### config.mk
export PLATFORM = sky130hd
export DESIGN_NAME = serial_led_frame_parser_core
export DESIGN_NICKNAME = d
export VERILOG_FILES = /design/src/hdl/slfp_pkg.sv /design/src/hdl/slfp_front.sv /design/src/hdl/slfp_queue.sv /design/src/hdl/slfp_back.sv /design/src/hdl/serial_led_frame_parser_core.sv
export SDC_FILE = /design/constraint.sdc
export NUM_CORES = 1
export LEC_CHECK = 0
export ABC_AREA = 1
export ABC_CLOCK_PERIOD_IN_PS = 9500
export BUFFER_PORTS_ARGS = -buffer_cell sky130_fd_sc_hd__buf_4
export CORE_UTILIZATION = 67
export DETAILED_ROUTE_END_ITERATION = 16
export PLACE_DENSITY = 0.89
export RECOVER_POWER = 25
export SETUP_SLACK_MARGIN = 0.1
export SYNTH_ARGS = -nofsm -noshare
export SYNTH_HDL_FRONTEND = slang
export SYNTH_SLANG_ARGS = --single-unit
### constraint.sdc
create_clock -name clk_i -period 9.5 [get_ports clk_i]
set_clock_uncertainty 0.15 [all_clocks]
set_input_delay 1.425 -clock clk_i [delete_from_list [all_inputs] [get_ports clk_i]]
set_output_delay 1.425 -clock clk_i [all_outputs]
set_load 0.01 [all_outputs]
### src/hdl/slfp_pkg.sv
// Shared types and constants for the serial LED frame parser.
// No dependencies.
package slfp_pkg;

  typedef enum logic [1:0] {
    EV_PIXEL = 2'd0,
    EV_SHOW  = 2'd1,
    EV_BLANK = 2'd2,
    EV_ACK   = 2'd3
  } event_e;

  typedef enum logic [2:0] {
    PH_EMPTY = 3'd0,
    PH_A     = 3'd1,
    PH_AD    = 3'd2,
    PH_ADA   = 3'd3,
    PH_CNTHI = 3'd4,
    PH_CNTLO = 3'd5,
    PH_DATA  = 3'd6
  } phase_e;

  typedef enum logic [1:0] {
    REG_STRIP_LEN = 2'd0,
    REG_ACK_INT   = 2'd1,
    REG_TIMEOUT   = 2'd2
  } reg_idx_e;

  localparam logic [7:0]  HDR_A      = 8'h41;
  localparam logic [7:0]  HDR_D      = 8'h64;
  localparam logic [7:0]  HDR_LA     = 8'h61;
  localparam logic [7:0]  CHECK_MASK = 8'h55;
  localparam logic [16:0] STRIP_RST  = 17'd60;
  localparam logic [15:0] ACK_RST    = 16'd1000;
  localparam logic [15:0] TMO_RST    = 16'd1000;

  typedef struct packed {
    logic        valid;
    logic [1:0]  index;
    logic [16:0] data;
  } cfg_wr_t;

  // one queue entry: up to two results caused by one item
  typedef struct packed {
    event_e      ev0;
    logic        has2;
    event_e      ev1;
    logic [15:0] idx;
    logic [7:0]  red;
    logic [7:0]  green;
    logic [7:0]  blue;
    logic [7:0]  white;
  } res_entry_t;

endpackage

### src/hdl/slfp_front.sv
// Front end: frame parser, tick timers and config registers.
// Turns each accepted item into at most one queue entry. Uses slfp_pkg.
module slfp_front (
  input  logic                 clk_i,
  input  logic                 rst_ni,
  input  logic                 accept_i,
  input  logic                 kind_i,
  input  logic [7:0]           rx_byte_i,
  input  slfp_pkg::cfg_wr_t    cfg_i,
  output logic                 emit_o,
  output slfp_pkg::res_entry_t entry_o
);

  slfp_pkg::phase_e phase_q, phase_d;
  logic [7:0]  cnt_hi_q, cnt_hi_d, cnt_lo_q, cnt_lo_d;
  logic [16:0] pix_q, pix_d;
  logic [1:0]  pos_q, pos_d;
  logic [7:0]  red_q, red_d, grn_q, grn_d;
  logic [15:0] ack_tmr_q, ack_tmr_d, idle_tmr_q, idle_tmr_d;
  logic        started_q, started_d;
  logic [16:0] strip_q;
  logic [15:0] ack_int_q, tmo_q;

  logic [15:0] ack_inc, idle_inc;
  logic        ack_hit, blank_hit;
  logic [16:0] total, pix_nxt;
  logic [7:0]  wmin;
  logic        pix_on;

  always_ff @(posedge clk_i or negedge rst_ni) begin
    if (!rst_ni) begin
      strip_q   <= slfp_pkg::STRIP_RST;
      ack_int_q <= slfp_pkg::ACK_RST;
      tmo_q     <= slfp_pkg::TMO_RST;
    end else if (cfg_i.valid) begin
      unique case (cfg_i.index)
        slfp_pkg::REG_STRIP_LEN: strip_q   <= cfg_i.data;
        slfp_pkg::REG_ACK_INT:   ack_int_q <= cfg_i.data[15:0];
        slfp_pkg::REG_TIMEOUT:   tmo_q     <= cfg_i.data[15:0];
        default: ;
      endcase
    end
  end

  always_ff @(posedge clk_i or negedge rst_ni) begin
    if (!rst_ni) begin
      phase_q    <= slfp_pkg::PH_EMPTY;
      cnt_hi_q   <= '0;
      cnt_lo_q   <= '0;
      pix_q      <= '0;
      pos_q      <= '0;
      red_q      <= '0;
      grn_q      <= '0;
      ack_tmr_q  <= '1;
      idle_tmr_q <= '0;
      started_q  <= 1'b0;
    end else if (accept_i) begin
      phase_q    <= phase_d;
      cnt_hi_q   <= cnt_hi_d;
      cnt_lo_q   <= cnt_lo_d;
      pix_q      <= pix_d;
      pos_q      <= pos_d;
      red_q      <= red_d;
      grn_q      <= grn_d;
      ack_tmr_q  <= ack_tmr_d;
      idle_tmr_q <= idle_tmr_d;
      started_q  <= started_d;
    end
  end

  assign ack_inc   = (ack_tmr_q != '1) ? ack_tmr_q + 16'd1 : ack_tmr_q;
  assign idle_inc  = (idle_tmr_q != '1) ? idle_tmr_q + 16'd1 : idle_tmr_q;
  assign ack_hit   = (ack_inc >= ack_int_q);
  assign blank_hit = !started_q ||
                     ((phase_q != slfp_pkg::PH_EMPTY) && (idle_inc >= tmo_q));
  assign total     = {1'b0, cnt_hi_q, cnt_lo_q} + 17'd1;
  assign pix_nxt   = pix_q + 17'd1;
  assign pix_on    = (pix_q < strip_q);

  always_comb begin
    wmin = red_q;
    if (grn_q < wmin) wmin = grn_q;
    if (rx_byte_i < wmin) wmin = rx_byte_i;
  end

  always_comb begin
    phase_d    = phase_q;
    cnt_hi_d   = cnt_hi_q;
    cnt_lo_d   = cnt_lo_q;
    pix_d      = pix_q;
    pos_d      = pos_q;
    red_d      = red_q;
    grn_d      = grn_q;
    ack_tmr_d  = ack_tmr_q;
    idle_tmr_d = idle_tmr_q;
    started_d  = started_q;
    emit_o     = 1'b0;
    entry_o    = '{ev0: slfp_pkg::EV_BLANK, has2: 1'b0, ev1: slfp_pkg::EV_BLANK,
                   idx: '0, red: '0, green: '0, blue: '0, white: '0};

    if (kind_i) begin
      ack_tmr_d  = ack_hit ? 16'd0 : ack_inc;
      idle_tmr_d = idle_inc;
      if (blank_hit) begin
        started_d = 1'b1;
        phase_d   = slfp_pkg::PH_EMPTY;
        pix_d     = '0;
        pos_d     = '0;
      end
      emit_o = ack_hit || blank_hit;
      if (ack_hit) begin
        entry_o.ev0  = slfp_pkg::EV_ACK;
        entry_o.has2 = blank_hit;
      end
    end else begin
      idle_tmr_d = '0;
      unique case (phase_q)
        slfp_pkg::PH_A: begin
          if (rx_byte_i == slfp_pkg::HDR_D) begin
            phase_d = slfp_pkg::PH_AD;
          end else begin
            phase_d = slfp_pkg::PH_EMPTY;
            pix_d   = '0;
            pos_d   = '0;
          end
        end
        slfp_pkg::PH_AD: begin
          if (rx_byte_i == slfp_pkg::HDR_LA) begin
            phase_d = slfp_pkg::PH_ADA;
          end else begin
            phase_d = slfp_pkg::PH_EMPTY;
            pix_d   = '0;
            pos_d   = '0;
          end
        end
        slfp_pkg::PH_ADA: begin
          cnt_hi_d = rx_byte_i;
          phase_d  = slfp_pkg::PH_CNTHI;
        end
        slfp_pkg::PH_CNTHI: begin
          cnt_lo_d = rx_byte_i;
          phase_d  = slfp_pkg::PH_CNTLO;
        end
        slfp_pkg::PH_CNTLO: begin
          phase_d = (rx_byte_i == (cnt_hi_q ^ cnt_lo_q ^ slfp_pkg::CHECK_MASK)) ?
                    slfp_pkg::PH_DATA : slfp_pkg::PH_EMPTY;
          pix_d   = '0;
          pos_d   = '0;
        end
        slfp_pkg::PH_DATA: begin
          case (pos_q)
            2'd0: begin
              red_d = rx_byte_i;
              pos_d = 2'd1;
            end
            2'd1: begin
              grn_d = rx_byte_i;
              pos_d = 2'd2;
            end
            default: begin
              pos_d = 2'd0;
              pix_d = pix_nxt;
              emit_o = pix_on || (pix_nxt >= total);
              if (pix_on) begin
                entry_o.ev0   = slfp_pkg::EV_PIXEL;
                entry_o.idx   = pix_q[15:0];
                entry_o.red   = red_q;
                entry_o.green = grn_q;
                entry_o.blue  = rx_byte_i;
                entry_o.white = wmin;
                entry_o.has2  = (pix_nxt >= total);
                entry_o.ev1   = slfp_pkg::EV_SHOW;
              end else begin
                entry_o.ev0 = slfp_pkg::EV_SHOW;
              end
              if (pix_nxt >= total) begin
                phase_d = slfp_pkg::PH_EMPTY;
                pix_d   = '0;
              end
            end
          endcase
        end
        default: begin
          phase_d = (rx_byte_i == slfp_pkg::HDR_A) ? slfp_pkg::PH_A : slfp_pkg::PH_EMPTY;
          pix_d   = '0;
          pos_d   = '0;
        end
      endcase
    end
  end

endmodule

### src/hdl/slfp_queue.sv
// Small register queue of result entries between front and back end.
// Uses slfp_pkg.
module slfp_queue #(
  parameter int unsigned DEPTH = 4
) (
  input  logic                 clk_i,
  input  logic                 rst_ni,
  input  logic                 wr_i,
  input  slfp_pkg::res_entry_t wr_data_i,
  input  logic                 rd_i,
  output slfp_pkg::res_entry_t rd_data_o,
  output logic                 full_o,
  output logic                 nonempty_o
);

  localparam int unsigned AW = (DEPTH > 1) ? $clog2(DEPTH) : 1;
  localparam int unsigned CW = $clog2(DEPTH + 1);
  localparam logic [AW-1:0] LAST_PTR = AW'(DEPTH - 1);

  slfp_pkg::res_entry_t mem_q [DEPTH];
  logic [AW-1:0] wp_q, rp_q;
  logic [CW-1:0] cnt_q;
  logic          do_wr, do_rd;

  assign full_o     = (cnt_q == CW'(DEPTH));
  assign nonempty_o = (cnt_q != '0);
  assign do_wr      = wr_i && !full_o;
  assign do_rd      = rd_i && nonempty_o;
  assign rd_data_o  = mem_q[rp_q];

  always_ff @(posedge clk_i) begin
    if (do_wr) mem_q[wp_q] <= wr_data_i;
  end

  always_ff @(posedge clk_i or negedge rst_ni) begin
    if (!rst_ni) begin
      wp_q  <= '0;
      rp_q  <= '0;
      cnt_q <= '0;
    end else begin
      if (do_wr) wp_q <= (wp_q == LAST_PTR) ? '0 : wp_q + AW'(1);
      if (do_rd) rp_q <= (rp_q == LAST_PTR) ? '0 : rp_q + AW'(1);
      if (do_wr && !do_rd) cnt_q <= cnt_q + CW'(1);
      else if (do_rd && !do_wr) cnt_q <= cnt_q - CW'(1);
    end
  end

endmodule

### src/hdl/slfp_back.sv
// Back end: output register that unpacks queue entries into single results.
// Uses slfp_pkg.
module slfp_back (
  input  logic                 clk_i,
  input  logic                 rst_ni,
  input  logic                 q_nonempty_i,
  input  slfp_pkg::res_entry_t q_data_i,
  output logic                 q_rd_o,
  input  logic                 pop_i,
  output logic                 empty_o,
  output logic [1:0]           event_res_o,
  output logic [15:0]          pixel_index_o,
  output logic [7:0]           red_o,
  output logic [7:0]           green_o,
  output logic [7:0]           blue_o,
  output logic [7:0]           white_o,
  output logic                 last_o
);

  slfp_pkg::res_entry_t cur_q;
  logic valid_q, sub_q;
  logic xfer, done;

  assign xfer   = pop_i && valid_q;
  assign done   = sub_q || !cur_q.has2;
  assign q_rd_o = q_nonempty_i && (!valid_q || (xfer && done));

  always_ff @(posedge clk_i) begin
    if (q_rd_o) cur_q <= q_data_i;
  end

  always_ff @(posedge clk_i or negedge rst_ni) begin
    if (!rst_ni) begin
      valid_q <= 1'b0;
      sub_q   <= 1'b0;
    end else if (!valid_q || xfer) begin
      if (valid_q && !done) begin
        sub_q <= 1'b1;
      end else begin
        sub_q   <= 1'b0;
        valid_q <= q_nonempty_i;
      end
    end
  end

  assign empty_o       = !valid_q;
  assign event_res_o   = sub_q ? cur_q.ev1 : cur_q.ev0;
  assign pixel_index_o = sub_q ? '0 : cur_q.idx;
  assign red_o         = sub_q ? '0 : cur_q.red;
  assign green_o       = sub_q ? '0 : cur_q.green;
  assign blue_o        = sub_q ? '0 : cur_q.blue;
  assign white_o       = sub_q ? '0 : cur_q.white;
  assign last_o        = done;

endmodule

### src/hdl/serial_led_frame_parser_core.sv
// Serial LED frame parser, top level.
// Instantiates slfp_front, slfp_queue and slfp_back; uses slfp_pkg.
//
// Input channel (push/full): each transfer is either a received serial
// byte (kind_i = 0, rx_byte_i) or a one-millisecond tick (kind_i = 1).
// Result channel (empty/pop): pixel writes, show, blank-all and
// acknowledge events; last_o marks the final result of one input item.
// Config channel (cfg_valid_i/cfg_ready_o): always ready, index 0 strip
// length, 1 ack interval, 2 receive timeout; write only while idle.
// Throughput: one input item per cycle while full is low. A result passes
// through the queue and the output register on its way to the result ports;
// an item yielding two results occupies the output register for two pops.
// The parser handles one item per cycle and writes at most one entry into a
// QUEUE_DEPTH-entry queue; full rises when that queue is full, which
// happens only when the result receiver stalls.
// Reset: parser idle, strip length 60, both intervals 1000 ms, the first
// tick gives an acknowledge and a blank-all. Queue and output are emptied.
module serial_led_frame_parser_core #(
  parameter int unsigned QUEUE_DEPTH = 4
) (
  input  logic        clk_i,
  input  logic        rst_ni,
  input  logic        push,
  output logic        full,
  input  logic        kind_i,
  input  logic [7:0]  rx_byte_i,
  output logic        empty,
  input  logic        pop,
  output logic [1:0]  event_res_o,
  output logic [15:0] pixel_index_o,
  output logic [7:0]  red_o,
  output logic [7:0]  green_o,
  output logic [7:0]  blue_o,
  output logic [7:0]  white_o,
  output logic        last_o,
  input  logic        cfg_valid_i,
  output logic        cfg_ready_o,
  input  logic [1:0]  cfg_index_i,
  input  logic [16:0] cfg_data_i
);

  slfp_pkg::cfg_wr_t    cfg_wr;
  slfp_pkg::res_entry_t f_entry, q_data;
  logic accept, f_emit, q_full, q_nonempty, q_rd;

  assign cfg_ready_o = 1'b1;
  assign cfg_wr      = '{valid: cfg_valid_i, index: cfg_index_i, data: cfg_data_i};
  assign full        = q_full;
  assign accept      = push && !q_full;

  slfp_front u_front (
    .clk_i     (clk_i),
    .rst_ni    (rst_ni),
    .accept_i  (accept),
    .kind_i    (kind_i),
    .rx_byte_i (rx_byte_i),
    .cfg_i     (cfg_wr),
    .emit_o    (f_emit),
    .entry_o   (f_entry)
  );

  slfp_queue #(
    .DEPTH (QUEUE_DEPTH)
  ) u_queue (
    .clk_i      (clk_i),
    .rst_ni     (rst_ni),
    .wr_i       (accept && f_emit),
    .wr_data_i  (f_entry),
    .rd_i       (q_rd),
    .rd_data_o  (q_data),
    .full_o     (q_full),
    .nonempty_o (q_nonempty)
  );

  slfp_back u_back (
    .clk_i         (clk_i),
    .rst_ni        (rst_ni),
    .q_nonempty_i  (q_nonempty),
    .q_data_i      (q_data),
    .q_rd_o        (q_rd),
    .pop_i         (pop),
    .empty_o       (empty),
    .event_res_o   (event_res_o),
    .pixel_index_o (pixel_index_o),
    .red_o         (red_o),
    .green_o       (green_o),
    .blue_o        (blue_o),
    .white_o       (white_o),
    .last_o        (last_o)
  );

endmodule

Word-level counts from Yosys, hierarchy flattened
Memory sizes are Yosys's and may differ from the RTL's. A register that Yosys moved wholly into a read port is not among the register bits.
Index checks and enable logic that the tools add are counted.
Storage, ports and cells
  bits of input ports: 33
  bits in registers: 145
  memories kept: 1
  memory bits (writable): 212
  output and inout port bits: 54
  word-level logic and storage cells: 156
Cells by class
  mux-type cells: 51
  bitwise operators: 4
  eq/ne operators: 24
  order comparisons: 6
  reduce and logical (&&, ||, !) cells: 44
  $add $sub $neg: 8
Memories
  u_queue.mem_q: depth 4, bits a word 53, read ports 1, clocked after Yosys merged registers in 1, wr ports 1, line slfp_queue.sv:20  | slfp_pkg::res_entry_t mem_q [DEPTH];
Operators by type and width (count)
  $mux W53: 2
  $mux W17: 6
  $mux W16: 5
  $pmux W17 S4: 1
  $mux W51: 1
  $mux W50: 1
  $mux W8: 6
  $add A16 B1 Y16 const B: 2
  $ge A16 B16 Y1: 2
  $ne A16 B16 Y1 const B: 2
  $eq A8 B7 Y1 const B: 3
  $mux W3: 8
  $mux W2: 10
  $pmux W3 S6: 1
  $add A16 B1 Y17 const B: 1
  $add A17 B1 Y17 const B: 1
  $ge A17 B17 Y1: 1
  $lt A17 B17 Y1: 1
  $lt A8 B8 Y1: 2
  $eq A3 B3 Y1 const B: 4
  $reduce_and A4 Y1: 3
  $logic_and A1 B1 Y1: 11
  $reduce_and A2 Y1: 5
  $ne A3 B3 Y1 const B: 3
  other kinds (25): 55

Longest topological paths before layout
  depth in word-level cells: 13
  depth in mapped cells: 31
  mapped depth without buffers: 31

Modules after synthesis
A second synthesis with hierarchy kept.
Second synthesis, totals
  cell total of the unflattened synthesis: 2119
  area, all modules: 20726.1 µm²
Modules (own cells, without submodules)
  slfp_front: cells each 1258, area each 9326.4 µm², instances 1, seq. area each 3443.3 µm²
  slfp_queue: cells each 678, area each 9207.6 µm², instances 1, seq. area each 6541.3 µm²
  slfp_back: cells each 176, area each 2157.1 µm², instances 1, seq. area each 1641.6 µm²
  serial_led_frame_parser_core: cells each 7, area each 35.0 µm², instances 1, seq. area each 0.0 µm²

Least setup slack after synthesis
OpenSTA, ideal clock, no wires.
  kind: register to register
  start: reg u_front.ack_tmr_q[1]
  end: mem u_queue.mem_q[0][0] in the netlist's numbering, enable pin
  buffers on the path: 0
  data required time: 8.886 ns
  library setup time: 0.464 ns
  path slack: 3.780 ns
  period minus slack after synthesis: 5.720 ns
  data arrival time: 5.106 ns
  stages on the path, launching flop included: 19
  cell sequence: dfstp_2 -> ha_1 -> inv_1 -> nor3_2 -> nand3_2 -> nor2_4 -> nand2_2 -> inv_2 -> nor3_2 -> nand3_1 -> xor2_1 -> inv_1 -> ha_1 -> nand4_1 -> nor4b_1 -> nor2_1 -> nand4_1 -> nand2_1 -> nor2_1
On the way
  cells in the longest elaborated chain, start to end: 9
  elaborated cells between the ends (all ways): 10
  those cells by class: add/sub (1); order compare (1); eq/ne (1); mux (4); reduce/logical (3)
RTL lines
  start: declaration: line slfp_front.sv:19  | logic [15:0] ack_tmr_q, ack_tmr_d, idle_tmr_q, idle_tmr_d;
  start signal: assignment: line slfp_front.sv:65  | ack_tmr_q <= ack_tmr_d;
  $add A16 B1 Y16 / $ne A16 B16 Y1 (equally long branches): line slfp_front.sv:71  | assign ack_inc = (ack_tmr_q != '1) ? ack_tmr_q + 16'd1 : ack_tmr_q;
  $mux W16 *: line slfp_front.sv:71
  $ge A16 B16 Y1 *: line slfp_front.sv:73  | assign ack_hit = (ack_inc >= ack_int_q);
  $logic_or A1 B1 Y1 *: line slfp_front.sv:110  | emit_o = ack_hit || blank_hit;
  $mux W1 *: line slfp_front.sv:101  | if (kind_i) begin
  $logic_and A1 B1 Y1 *: line serial_led_frame_parser_core.sv:67  | .wr_i (accept && f_emit),
  $logic_and A1 B1 Y1 *: line slfp_queue.sv:27  | assign do_wr = wr_i && !full_o;
  $mux W1 *: line slfp_queue.sv:32  | if (do_wr) mem_q[wp_q] <= wr_data_i;
  $mux W1 (not written as such) *: line slfp_queue.sv:32
  end: declaration: line slfp_queue.sv:20
Every way passes the cells marked *; elsewhere a longest branch is shown, timed or not.

Final worst setup path
  start: in push
  end: reg u_queue.cnt_q[2]
On the way
  cells in the longest elaborated chain, start to end: 6
  elaborated cells between the ends (all ways): 8
  those cells by class: mux (1); reduce/logical (7)
RTL lines
  start: declaration: line serial_led_frame_parser_core.sv:23  | input logic push,
  $logic_and A1 B1 Y1 *: line serial_led_frame_parser_core.sv:49  | assign accept = push && !q_full;
  $logic_and A1 B1 Y1 *: line serial_led_frame_parser_core.sv:67
  $logic_and A1 B1 Y1 *: line slfp_queue.sv:27
  named net u_queue.do_wr: line slfp_queue.sv:23  | logic do_wr, do_rd;
  $logic_not A1 Y1: line slfp_queue.sv:44  | else if (do_rd && !do_wr) cnt_q <= cnt_q - CW'(1);
  $logic_and A1 B1 Y1: line slfp_queue.sv:44
  $reduce_bool A2 Y1 (no source line)
  end signal: assignment: line slfp_queue.sv:43  | if (do_wr && !do_rd) cnt_q <= cnt_q + CW'(1);
  end signal: assignment: line slfp_queue.sv:44
  end: declaration: line slfp_queue.sv:22  | logic [CW-1:0] cnt_q;
Mark *: on every way through the listed nets, which the timed path passes. The rest lies on a longest branch.
A chain may end at the register's enable or synchronous reset.

==> flow_summary.ini <==
[worst_setup_path]
end_kind = flop
crit_arrival_ps = 7000
cp.required_ps = 9760
critPathTopFamily = simple AND/OR/NAND/NOR gates
cp.depth = 15
path_cells = clkbuf_4 -> inv_1 -> nor2_1 -> inv_1 -> nor2_1 -> inv_2 -> nand2_1 -> nand2_1 -> inv_1 -> ha_1 -> inv_1 -> fa_1 -> a21oi_1 -> o21ai_0 -> xor2_1
crit_path_max_fanout = 24
slowest_delay_ps = 1490
path_buf_inv = 6
path_class = in2reg
crit_path_top_delay_cell = nor2_1
path_common_cell = inv_1
ff2ff_path_depth = 15
start_kind = input pin

[final_layout]
finalNonFillerCells = 2507
nets = 2214
syn_to_final_growth_pct = 10.9
fin_util = 0.763
n_antenna_cell = 0
drive_gt1_frac = 0.121

[global_routing]
grt_pass1_wl_mm = 74.3
grt_max_degree = 83
grt.total_usage = 0.309
grt_pass1_vias = 14979
grt_overflow = 0
antenna_found_initial = 0

[power_and_ir_drop]
switching_share = 0.321
p_leak_nw = 9.42
p_total_w = 0.00543
combPwrFrac = 0.260
intPower_w = 0.00368
p_per_area_mw_per_mm2 = 245
seqPwrFrac = 0.446
switching_power_w = 0.00174
clockPowerShare = 0.293
ir_drop_uv = 203

[clocking]
cts_setup_buffers = 0
clk_path_buf_depth = 3
cts_tree = built
numCtsBuffers = 41
htreeDepth = 2
ctsHoldBuffers = 0
clkSinkCount = 410
ctsResizeCount = 0
cts.clk_slew.worst_paths_ps = 60
clock_tree.root_cell = clkbuf_16
clk_latency_ps = 540

[min_path]
worstHoldPathCells = 2
min_path_type = reg2reg

[synth]
synth.yosys.seq_area_share = 0.583
synth_top_cell_area_share = 0.399
synth_nets = 2145
yosys-top-cells-count = nand2_1 (306), inv_1 (270), edfxtp_1 (265)
synth-seq-cells = 410
synthTopCellsByArea = edfxtp_1 (40%), dfrtp_1 (14%), nand2_1 (5.8%)
synth.most_common_cell = nand2_1
postSynthAreaPerCell_um2 = 9.87
synthCells = 2022
ys_warn_count = 0
synth_edf_count = 265
ys.flop_type = edfxtp_1
yosysTopAreaCell = edfxtp_1
synthDistinctLibCells = 53
async_reset_ff_frac = 0.354
synth_area_mm2 = 0.0199

[floorplanning]
std_cell_rows = 62
initial_core_util = 0.688
top_level_ports = 87
fp.dieW_um = 175
die_area_mm2 = 0.0305
core_mm2 = 0.0290
die_y_um = 175

[place]
place_inst = 2432
io_buffers = 85
gp_congestion = 0.915
place.detailed.hpwl_mm = 30.0

[sta]
layout_min_cycle_time_ps = 6740
setup_tns_ps = 0
min_period_over_period = 0.709
fmax_ghz = 0.148
max-slew-margin-rel = -2.08
tightest_slew_ps = 4620
hold_violations = 0
slew_violations = 234
grt_setup_unrepaired = false
setup_viol = 0

[outcome]
violations = capacitance limit, slew limit
outcome = finished with violations

[detailed_routing]
drcViolationCount = 0
wl_mm = 46.3
initialDrtViolationCount = 1412
wl_per_cell_um = 18.5
firstDrtPassIters = 5
final_antenna_net_count = 0
via_per_inst = 5.95
dr_total_vias = 14929

[run]
cap_violations = 4
==> worst min-delay path: stages (launching register included) <==
cell	delay [ps]
dfrtp_1	340
nand2_1	50
o21ai_0	60
==> placed cells by master, fill, tap and decap left out, types with 3 or more instances in the layout <==
cell | synthesis | final
nand2_1 | 306 | 308
bufinv_16 | 0 | 3
a21oi_1 | 48 | 48
clkinv_2 | 0 | 5
clkbuf_1 | 56 | 16
a21boi_0 | 5 | 5
dfstp_2 | 32 | 32
clkinvlp_4 | 0 | 3
xor2_2 | 3 | 3
o22ai_1 | 62 | 62
inv_1 | 270 | 272
clkbuf_8 | 0 | 4
o21ai_0 | 229 | 237
buf_4 | 1 | 89
nand4_1 | 21 | 21
or2_2 | 4 | 4
nor2_4 | 7 | 9
nand2_2 | 9 | 7
dfrtp_1 | 113 | 113
nand3_1 | 54 | 55
nor3_4 | 4 | 4
xnor2_1 | 12 | 12
nor2_2 | 4 | 3
xor2_1 | 41 | 41
nor2_1 | 260 | 260
nor4_2 | 4 | 4
o21ai_1 | 16 | 8
ha_1 | 89 | 89
clkbuf_16 | 0 | 42
nor3_2 | 11 | 11
clkinv_1 | 3 | 6
nor3_1 | 22 | 22
edfxtp_1 | 265 | 265
nor4_1 | 7 | 7
nand3_2 | 7 | 6
inv_2 | 20 | 19
==> power by group through the flow <==
stage | combinational (W) | clock [W] | sequential [W]
2_1_floorplan | 0.000945 | 0 | 0.00238
3_3_place_gp | 0.00131 | 0 | 0.00244
3_5_place_dp | 0.00139 | 0 | 0.00245
4_1_cts | 0.00141 | 0.00160 | 0.00242
5_1_grt | 0.00158 | 0.00167 | 0.00245
6_report | 0.00141 | 0.00159 | 0.00242
==> final cells by class <==
| type | instances | area, µm² |
|---|---|---|
| Clock inverter | 18 | 184 |
| Clock buffer | 57 | 1150 |
| Multi-Input combinational cell | 1249 | 6880 |
| Fill cell | 1781 | 6890 |
| Tap cell | 384 | 480 |
| Timing Repair Buffer | 96 | 702 |
| Sequential cell | 410 | 11600 |
| Inverter | 293 | 1100 |
==> registers in the layout, summed over array words and instances, names as in the netlist, 2 cells and up <==
signal,count
u_queue.mem_q,212
u_back.cur_q,53
u_front.pix_q,17
u_front.strip_q,17
u_front.ack_int_q,16
u_front.ack_tmr_q,16
u_front.idle_tmr_q,16
u_front.tmo_q,16
u_front.cnt_hi_q,8
u_front.cnt_lo_q,8
u_front.grn_q,8
u_front.red_q,8
u_front.phase_q,3
u_queue.cnt_q,3
u_front.pos_q,2
u_queue.rp_q,2
u_queue.wp_q,2
==> stage by stage <==
| step | hold WS [ps] | area [µm²] | setup WS [ps] |
|---|---|---|---|
| after floorplan | 303 | 19900 | 3780 |
| after global placement | 318 | 20900 | 4620 |
| after detailed placement | 324 | 20900 | 4430 |
| after global routing | 359 | 22100 | 2350 |
| after CTS | 339 | 22200 | 4410 |
| final | 338 | 22100 | 2760 |
==> cell families after synthesis <==
group,share of synthesized area
xor gates and xnor gates,0.0257
adders and majority gates,0.0568
DFF,0.583
buffers and inverters,0.0714
muxes,0.000564
other,0.000188
AOI/OAI and AO/OA,0.100
and+or+nand+nor,0.162
==> metal layers <==
metal / wire length [µm] / track usage
met1: 17900 / 0.389
met2: 23300 / 0.539
met3: 3650 / 0.0510
met4: 1490 / 0.114
met5: 0 / 0
==> path summary, 6_finish.rpt <==
path | startpoint | endpoint | slack [ps]
min | u_front.ack_int_q[11] | u_front.ack_int_q[11] | 340
max | push | u_queue.cnt_q[2] | 2760
max in group asynchronous | rst_ni | u_front.grn_q[2] | 4170
min in group asynchronous | rst_ni | u_front.ack_int_q[13] | 2390
min reg2reg | u_front.ack_int_q[11] | u_front.ack_int_q[11] | 340
max reg2reg | u_queue.cnt_q[2] | u_queue.cnt_q[2] | 3210
Power figures use the tool's default switching activity.
